--- config.mk ---
export PLATFORM = sky130hd
export DESIGN_NAME = obu_access_unit_framer_unit
export DESIGN_NICKNAME = d
export VERILOG_FILES = /design/src/sv/obuf_pkg.sv /design/src/sv/obuf_parser.sv /design/src/sv/obu_access_unit_framer_unit.sv
export SDC_FILE = /design/constraint.sdc
export NUM_CORES = 1
export LEC_CHECK = 0
export ABC_AREA = 1
export ABC_CLOCK_PERIOD_IN_PS = 5590
export BUFFER_PORTS_ARGS = -buffer_cell sky130_fd_sc_hd__clkbuf_2
export CELL_PAD_IN_SITES_DETAIL_PLACEMENT = 0
export CELL_PAD_IN_SITES_GLOBAL_PLACEMENT = 1
export CORE_MARGIN = 1
export CORE_UTILIZATION = 25
export DETAILED_ROUTE_END_ITERATION = 6
export PLACE_DENSITY = 0.59
export SLEW_MARGIN = 10
export SYNTH_ARGS = -nofsm -noshare
export SYNTH_HDL_FRONTEND = slang
export SYNTH_SLANG_ARGS = --single-unit
--- constraint.sdc ---
create_clock -name clk -period 5.59 [get_ports clk]
set_clock_uncertainty 0.1 [all_clocks]
set_input_delay 0.559 -clock clk [delete_from_list [all_inputs] [get_ports clk]]
set_output_delay 0.559 -clock clk [all_outputs]
set_load 0.01 [all_outputs]
--- src/sv/obuf_pkg.sv ---
// Shared types and constants for the OBU access unit framer.
package obuf_pkg;

  localparam int MAX_SIZE_BYTES  = 8;
  localparam int UNIT_COUNT_BITS = 32;
  localparam int SIZE_IDX_BITS   = 4;
  localparam int PAYLOAD_BITS    = 56;

  localparam logic [3:0] OBU_TD           = 4'd2;
  localparam logic [3:0] OBU_FRAME_HEADER = 4'd3;
  localparam logic [3:0] OBU_TILE_GROUP   = 4'd4;
  localparam logic [3:0] OBU_FRAME        = 4'd6;

  typedef enum logic [2:0] {
    ST_OK       = 3'd0,
    ST_EMPTY    = 3'd1,
    ST_RESERVED = 3'd2,
    ST_NOSIZE   = 3'd3,
    ST_TRUNC    = 3'd4
  } status_t;

  typedef enum logic [3:0] {
    PH_HEADER  = 4'b0001,
    PH_EXT     = 4'b0010,
    PH_SIZE    = 4'b0100,
    PH_PAYLOAD = 4'b1000
  } phase_t;

  typedef struct packed {
    logic [7:0]  byte_out;
    logic        byte_valid;
    logic [3:0]  obu_kind;
    logic        obu_first;
    logic        obu_last;
    logic        au_first;
    logic        au_closed;
    logic [31:0] au_size;
    status_t     status;
  } res_t;

endpackage

--- src/sv/obuf_parser.sv ---
// OBU parsing state and the per-byte framing logic.
module obuf_parser (
  input  logic          clk,
  input  logic          rst_n,
  input  logic          step,
  input  logic [7:0]    data_byte,
  input  logic          end_of_source,
  output obuf_pkg::res_t res
);
  import obuf_pkg::*;

  phase_t                     phase_r, phase_nxt;
  logic [7:0]                 header_r, header_nxt;
  logic [SIZE_IDX_BITS-1:0]   size_idx_r, size_idx_nxt;
  logic [PAYLOAD_BITS-1:0]    left_r, left_nxt;
  logic                       frame_seen_r, frame_seen_nxt;
  logic                       unit_open_r, unit_open_nxt;
  logic [UNIT_COUNT_BITS-1:0] unit_bytes_r, unit_bytes_nxt;
  logic                       err_r, err_nxt;
  status_t                    err_code_r, err_code_nxt;

  logic [UNIT_COUNT_BITS-1:0] bytes_inc;
  logic [PAYLOAD_BITS-1:0]    left_or;
  logic [PAYLOAD_BITS-1:0]    left_dec;
  logic [SIZE_IDX_BITS-1:0]   idx_inc;
  logic [3:0]                 b_type;

  assign bytes_inc = (&unit_bytes_r) ? unit_bytes_r : unit_bytes_r + 1'b1;
  assign left_or   = left_r | (PAYLOAD_BITS'({data_byte[6:0]}) << (7 * size_idx_r[2:0]));
  assign left_dec  = (left_r != '0) ? left_r - 1'b1 : left_r;
  assign idx_inc   = size_idx_r + 1'b1;
  assign b_type    = data_byte[6:3];

  always_comb begin
    phase_nxt      = phase_r;
    header_nxt     = header_r;
    size_idx_nxt   = size_idx_r;
    left_nxt       = left_r;
    frame_seen_nxt = frame_seen_r;
    unit_open_nxt  = unit_open_r;
    unit_bytes_nxt = unit_bytes_r;
    err_nxt        = err_r;
    err_code_nxt   = err_code_r;
    res            = '0;
    res.status     = ST_OK;

    if (end_of_source) begin
      if (err_r) begin
        res.status = err_code_r;
      end else if (phase_r != PH_HEADER) begin
        res.status = ST_TRUNC;
      end else if (unit_open_r) begin
        res.au_closed = 1'b1;
        res.au_size   = 32'(unit_bytes_r);
      end else begin
        res.status = ST_EMPTY;
      end
      phase_nxt      = PH_HEADER;
      header_nxt     = '0;
      size_idx_nxt   = '0;
      left_nxt       = '0;
      frame_seen_nxt = 1'b0;
      unit_open_nxt  = 1'b0;
      unit_bytes_nxt = '0;
      err_nxt        = 1'b0;
      err_code_nxt   = ST_OK;
    end else if (err_r) begin
      res.byte_out = data_byte;
      res.status   = err_code_r;
    end else begin
      res.byte_out   = data_byte;
      res.byte_valid = 1'b1;
      res.obu_kind   = header_r[6:3];
      case (phase_r)
        PH_HEADER: begin
          if (data_byte[0] || !data_byte[1]) begin
            err_nxt        = 1'b1;
            err_code_nxt   = data_byte[0] ? ST_RESERVED : ST_NOSIZE;
            unit_open_nxt  = 1'b0;
            frame_seen_nxt = 1'b0;
            unit_bytes_nxt = '0;
            size_idx_nxt   = '0;
            left_nxt       = '0;
            res.byte_valid = 1'b0;
            res.obu_kind   = '0;
            res.status     = err_code_nxt;
          end else begin
            header_nxt    = data_byte;
            res.obu_kind  = b_type;
            res.obu_first = 1'b1;
            if (b_type == OBU_TD && frame_seen_r) begin
              res.au_closed  = 1'b1;
              res.au_size    = 32'(unit_bytes_r);
              res.au_first   = 1'b1;
              frame_seen_nxt = 1'b0;
              unit_bytes_nxt = UNIT_COUNT_BITS'(1);
            end else begin
              res.au_first   = !unit_open_r;
              unit_bytes_nxt = bytes_inc;
            end
            unit_open_nxt = 1'b1;
            if (b_type inside {OBU_FRAME_HEADER, OBU_TILE_GROUP, OBU_FRAME}) begin
              frame_seen_nxt = 1'b1;
            end
            size_idx_nxt = '0;
            left_nxt     = '0;
            phase_nxt    = data_byte[2] ? PH_EXT : PH_SIZE;
          end
        end
        PH_EXT: begin
          unit_bytes_nxt = bytes_inc;
          phase_nxt      = PH_SIZE;
        end
        PH_SIZE: begin
          unit_bytes_nxt = bytes_inc;
          left_nxt       = left_or;
          size_idx_nxt   = idx_inc;
          if (!data_byte[7] || idx_inc >= SIZE_IDX_BITS'(MAX_SIZE_BYTES)) begin
            if (left_or == '0) begin
              res.obu_last = 1'b1;
              phase_nxt    = PH_HEADER;
            end else begin
              phase_nxt = PH_PAYLOAD;
            end
          end
        end
        PH_PAYLOAD: begin
          unit_bytes_nxt = bytes_inc;
          left_nxt       = left_dec;
          if (left_dec == '0) begin
            res.obu_last = 1'b1;
            phase_nxt    = PH_HEADER;
          end
        end
        default: begin
          phase_nxt = PH_HEADER;
        end
      endcase
    end
  end

  always_ff @(posedge clk) begin
    if (!rst_n) begin
      phase_r      <= PH_HEADER;
      header_r     <= '0;
      size_idx_r   <= '0;
      left_r       <= '0;
      frame_seen_r <= 1'b0;
      unit_open_r  <= 1'b0;
      unit_bytes_r <= '0;
      err_r        <= 1'b0;
      err_code_r   <= ST_OK;
    end else if (step) begin
      phase_r      <= phase_nxt;
      header_r     <= header_nxt;
      size_idx_r   <= size_idx_nxt;
      left_r       <= left_nxt;
      frame_seen_r <= frame_seen_nxt;
      unit_open_r  <= unit_open_nxt;
      unit_bytes_r <= unit_bytes_nxt;
      err_r        <= err_nxt;
      err_code_r   <= err_code_nxt;
    end
  end

endmodule

--- src/sv/obu_access_unit_framer_unit.sv ---
// Top level of the OBU access unit framer: input register, parser and result register.
// Accepted transactions pass from the input register through the parser into the result register.
// Throughput: one transaction per cycle; the input and result registers advance together
// whenever the result register is empty or its transaction is taken in the same cycle.
// Reset (rst_n low, synchronous) empties both registers and returns the parser to
// waiting for an OBU header with no access unit open and no error held.
module obu_access_unit_framer_unit (
  input  logic                   clk,
  input  logic                   rst_n,
  input  logic                   in_valid,
  output logic                   in_ready,
  input  logic [7:0]             in_data_byte,
  input  logic                   in_end_of_source,
  output logic                   out_valid,
  input  logic                   out_ready,
  output logic [7:0]             out_byte_out,
  output logic                   out_byte_valid,
  output logic [3:0]             out_obu_kind,
  output logic                   out_obu_first,
  output logic                   out_obu_last,
  output logic                   out_au_first,
  output logic                   out_au_closed,
  output logic [31:0]            out_au_size,
  output obuf_pkg::status_t      out_status
);
  import obuf_pkg::*;

  logic       advance;
  logic       in_valid_r;
  logic [7:0] data_r;
  logic       eos_r;
  logic       out_valid_r;
  res_t       res;
  res_t       res_r;

  assign advance  = !out_valid_r || out_ready;
  assign in_ready = !in_valid_r || advance;

  always_ff @(posedge clk) begin
    if (!rst_n) begin
      in_valid_r <= 1'b0;
    end else if (in_ready) begin
      in_valid_r <= in_valid;
    end
  end

  always_ff @(posedge clk) begin
    if (in_ready && in_valid) begin
      data_r <= in_data_byte;
      eos_r  <= in_end_of_source;
    end
  end

  obuf_parser u_parser (
    .clk           (clk),
    .rst_n         (rst_n),
    .step          (in_valid_r && advance),
    .data_byte     (data_r),
    .end_of_source (eos_r),
    .res           (res)
  );

  always_ff @(posedge clk) begin
    if (!rst_n) begin
      out_valid_r <= 1'b0;
    end else if (advance) begin
      out_valid_r <= in_valid_r;
    end
  end

  always_ff @(posedge clk) begin
    if (advance && in_valid_r) begin
      res_r <= res;
    end
  end

  assign out_valid      = out_valid_r;
  assign out_byte_out   = res_r.byte_out;
  assign out_byte_valid = res_r.byte_valid;
  assign out_obu_kind   = res_r.obu_kind;
  assign out_obu_first  = res_r.obu_first;
  assign out_obu_last   = res_r.obu_last;
  assign out_au_first   = res_r.au_first;
  assign out_au_closed  = res_r.au_closed;
  assign out_au_size    = res_r.au_size;
  assign out_status     = res_r.status;

  a_first_is_valid: assert property (@(posedge clk) disable iff (!rst_n)
    (out_valid && (out_obu_first || out_obu_last || out_au_first)) |-> out_byte_valid)
    else $error("OBU flag set on a byte outside a well-formed OBU.");

  a_close_ok: assert property (@(posedge clk) disable iff (!rst_n)
    (out_valid && out_au_closed) |-> (out_status == ST_OK))
    else $error("Access unit closed with a non-ok status.");

  a_au_first_header: assert property (@(posedge clk) disable iff (!rst_n)
    (out_valid && out_au_first) |-> out_obu_first)
    else $error("Access unit opened on a byte that is not an OBU header.");

  a_hold_result: assert property (@(posedge clk) disable iff (!rst_n)
    (out_valid && !out_ready) |=> (out_valid && $stable(res_r)))
    else $error("Result register changed while its transaction was stalled.");

endmodule
==> results.yml <==
status:
  status: "complete, but fails checks"
  violations: "design-rule violations"
synth:
  synth_top_area_cell: "dfxtp_1"
  synth.most_common_cell: "nand2_1"
  syn_inst: 1605
  synth_top_flop_cell: "dfxtp_1"
  synth-edff-count: 61
  async_reset_ff_share_pct: 0
  ys_ff_latch: 168
  ys_types: 45
  synth_top_cell_area_share_pct: 20.4
  avgSynthCellArea_um2: 6.54
  syn_nets: 1622
  synth_top_cells_by_area: "dfxtp_1, edfxtp_1, nand2_1"
  yosys-top-cells-count: "nand2_1, nor2_1, inv_1"
  synth_area_mm2: 0.0105
  yosysWarnings: 0
  ys_seq_area_share_pct: 37.9
cells_and_area:
  seq_area_mm2: 0.00397
  n_antenna_cell: 0
  syn2layout_area_growth_pct: 14.0
  fillerInstances: 4705
  multi_input_area_mm2: 0.00563
  layout.nets: 1660
  drive_gt1_share_pct: 9.90
timing:
  hold_viol: 0
  max_freq_mhz: 265
  slew_headroom_pct: 29.8
  slew_violations: 0
  rsz0062_at_grt: "no"
  tightest_slew_ns: 1.05
  period_share_pct: 67.4
  setup_viol: 0
  period_minus_slack_ns: 3.77
  finalSetupTns_ns: 0
worst_hold_path:
  hold_class: "in2reg"
  min_from: "in_data_byte[5]"
detailed_routing:
  drc_errors: 6
  antenna_left: 0
  drt-total-wl_um: 43200
  post_drt_wl_per_cell_um: 19.7
  dr.pass1.iters: 7
  vias: 11200
  drt-vias-per-instance: 5.11
  first_iter_violations: 956
worst_setup_path:
  cp_cell_sequence: "inv_2 -> a21oi_2 -> inv_1 -> a21oi_2 -> inv_2 -> nand2_2 -> nand2_1 -> inv_2 -> nand2_1 -> nor2_1 -> inv_2 -> nor2_1 -> nand2_1 -> o21ai_1 -> a21oi_1"
  cpMostUsedCell: "inv_2"
  cpPeakStageDelay_ns: 0.85
  path_class: "reg2reg"
  r2r-start: "eos_r$_DFFE_PP_"
  required_ns: 5.85
  endpoint_kind: "register"
  cp-start-kind: "register"
  path_delay_family: "simple AND/OR/NAND/NOR gates"
  cp.buffers_inverters: 5
  cp_max_fo: 18
  cp.arrival_ns: 4.03
  crit_start: "eos_r$_DFFE_PP_"
  crit_slowest_cell: "edfxtp_1"
cts:
  clk_latency_ns: 0.48
  cts-root-buf: "clkbuf_16"
  cts_buffers: 17
  cts_setup_buffers: 0
  hold_buffers: 0
  tritoncts: "yes"
  cts-resized-gates: 0
  cts.sinks: 168
  htree_levels: 4
  path_clk_slew_ns: 0.07
  clock_path_buffers: 2
power:
  ir_worst_vdd_mv: 0.226
  power_frac_clock_pct: 45.1
  power.leakage_nw: 5.12
  power_switching_share_pct: 27.9
  pwr-share-seq_pct: 47.0
  p_per_area_mw_per_mm2: 235
  pwr-share-comb_pct: 7.9
  p_total_w: 0.00281
  power.switching_w: 0.000784
  cell_internal_pwr_w: 0.00203
global_routing:
  grt_pass1_wl_um: 65400
  grt_overflow_total: 0
  antenna_found_initial: 0
  grt_pass1_vias: 10500
  grt_max_degree: 72
  grtUsageTotal_pct: 20.7
die:
  fp.dieArea_mm2: 0.0428
  row_count: 74
  ioPinCount: 67
  coreArea_mm2: 0.0411
  die_width_um: 207
  initial_core_util_pct: 25.5
  die_h_um: 207
run:
  drv_cap: 0
placed_design:
  hpwl_um: 32800
  gp_congestion: 1.02
  port_buffers: 66
sequential cells by signal, summed over array words and instances, names as in the netlist, 2 cells and up:
register	count
out_obu_kind	4
u_parser.left_r	56
u_parser.unit_bytes_r	32
out_status	3
u_parser.header_r	4
data_r	8
out_byte_out	8
u_parser.size_idx_r	4
u_parser.err_code_r	2
out_au_size	32
u_parser.phase_r	4
through the flow:
stage	utilization [%]	setup WS [ns]	hold WS, ns	instance area (µm²)	instances
after floorplan	-	3.17	0.343	10500	1605
after global placement	27.6	1.84	0.358	11300	2156
after detailed placement	27.6	1.86	0.361	11300	2156
after CTS	29.1	1.83	0.143	12000	2188
after global routing	29.1	1.36	0.144	12000	2188
final	29.1	1.82	0.165	12000	2188
kinds of logic (layout without fill, tap and decap cells):
| logic type | count (synthesis) | after routing | synth area share (%) |
|---|---|---|---|
| buffers and inverters | 233 | 284 | 8.67 |
| and+or+nand+nor | 920 | 920 | 37.4 |
| AOI/OAI and AO/OA | 258 | 258 | 13.8 |
| DFF | 168 | 168 | 37.9 |
| xor gates and xnor gates | 22 | 22 | 1.84 |
| adders and majority gates | 4 | 4 | 0.477 |
cell usage in the layout, fill, tap and decap left out, drive strengths merged, types with 20 or more instances in the layout:
| cell | instances |
|---|---|
| o21ai | 57 |
| nor3 | 37 |
| nand3 | 77 |
| clkbuf | 83 |
| a21oi | 113 |
| dfxtp | 107 |
| o22ai | 49 |
| nor2 | 266 |
| inv | 180 |
| edfxtp | 61 |
| nand2 | 471 |
| nand4 | 43 |
| a31oi | 20 |
power by group through the flow:
| stage | Clock [W] | Combinational (W) | Sequential [W] |
|---|---|---|---|
| after floorplan | 0 | 0.000137 | 0.00135 |
| after global placement | 0 | 0.000225 | 0.00135 |
| after detailed placement | 0 | 0.000223 | 0.00135 |
| after CTS | 0.00130 | 0.000223 | 0.00132 |
| after global routing | 0.00135 | 0.000248 | 0.00133 |
| final | 0.00127 | 0.000221 | 0.00132 |
layer usage:
layer	wire [µm]	track usage, %
met1	19900	28.8
met2	18600	30.9
met5	0	0
met4	1640	9.28
met3	3060	3.75
path summary, 6_finish.rpt:
path / to / slack [ns] / cells past startpoint
setup / recovery: u_parser.unit_bytes_r[16]$_SDFFE_PN0P_ / 1.82 / 15
hold / removal: data_r[5]$_DFFE_PP_ / 0.17 / 1
setup reg to reg: u_parser.unit_bytes_r[16]$_SDFFE_PN0P_ / 1.82 / 15
hold reg to reg: u_parser.header_r[3]$_SDFFE_PN0P_ / 0.37 / 2
layout make-up:
| cell class | count | share of cell area [%] |
|---|---|---|
| sequential | 168 | 33.2 |
| clock buffer | 17 | 3.56 |
| inverter | 173 | 5.43 |
| tap | 532 | 5.57 |
| clock inverter | 15 | 1.51 |
| multi-input combinational | 1204 | 47.1 |
| timing repair buffer | 79 | 3.58 |
(Power assumes the default switching activity.)
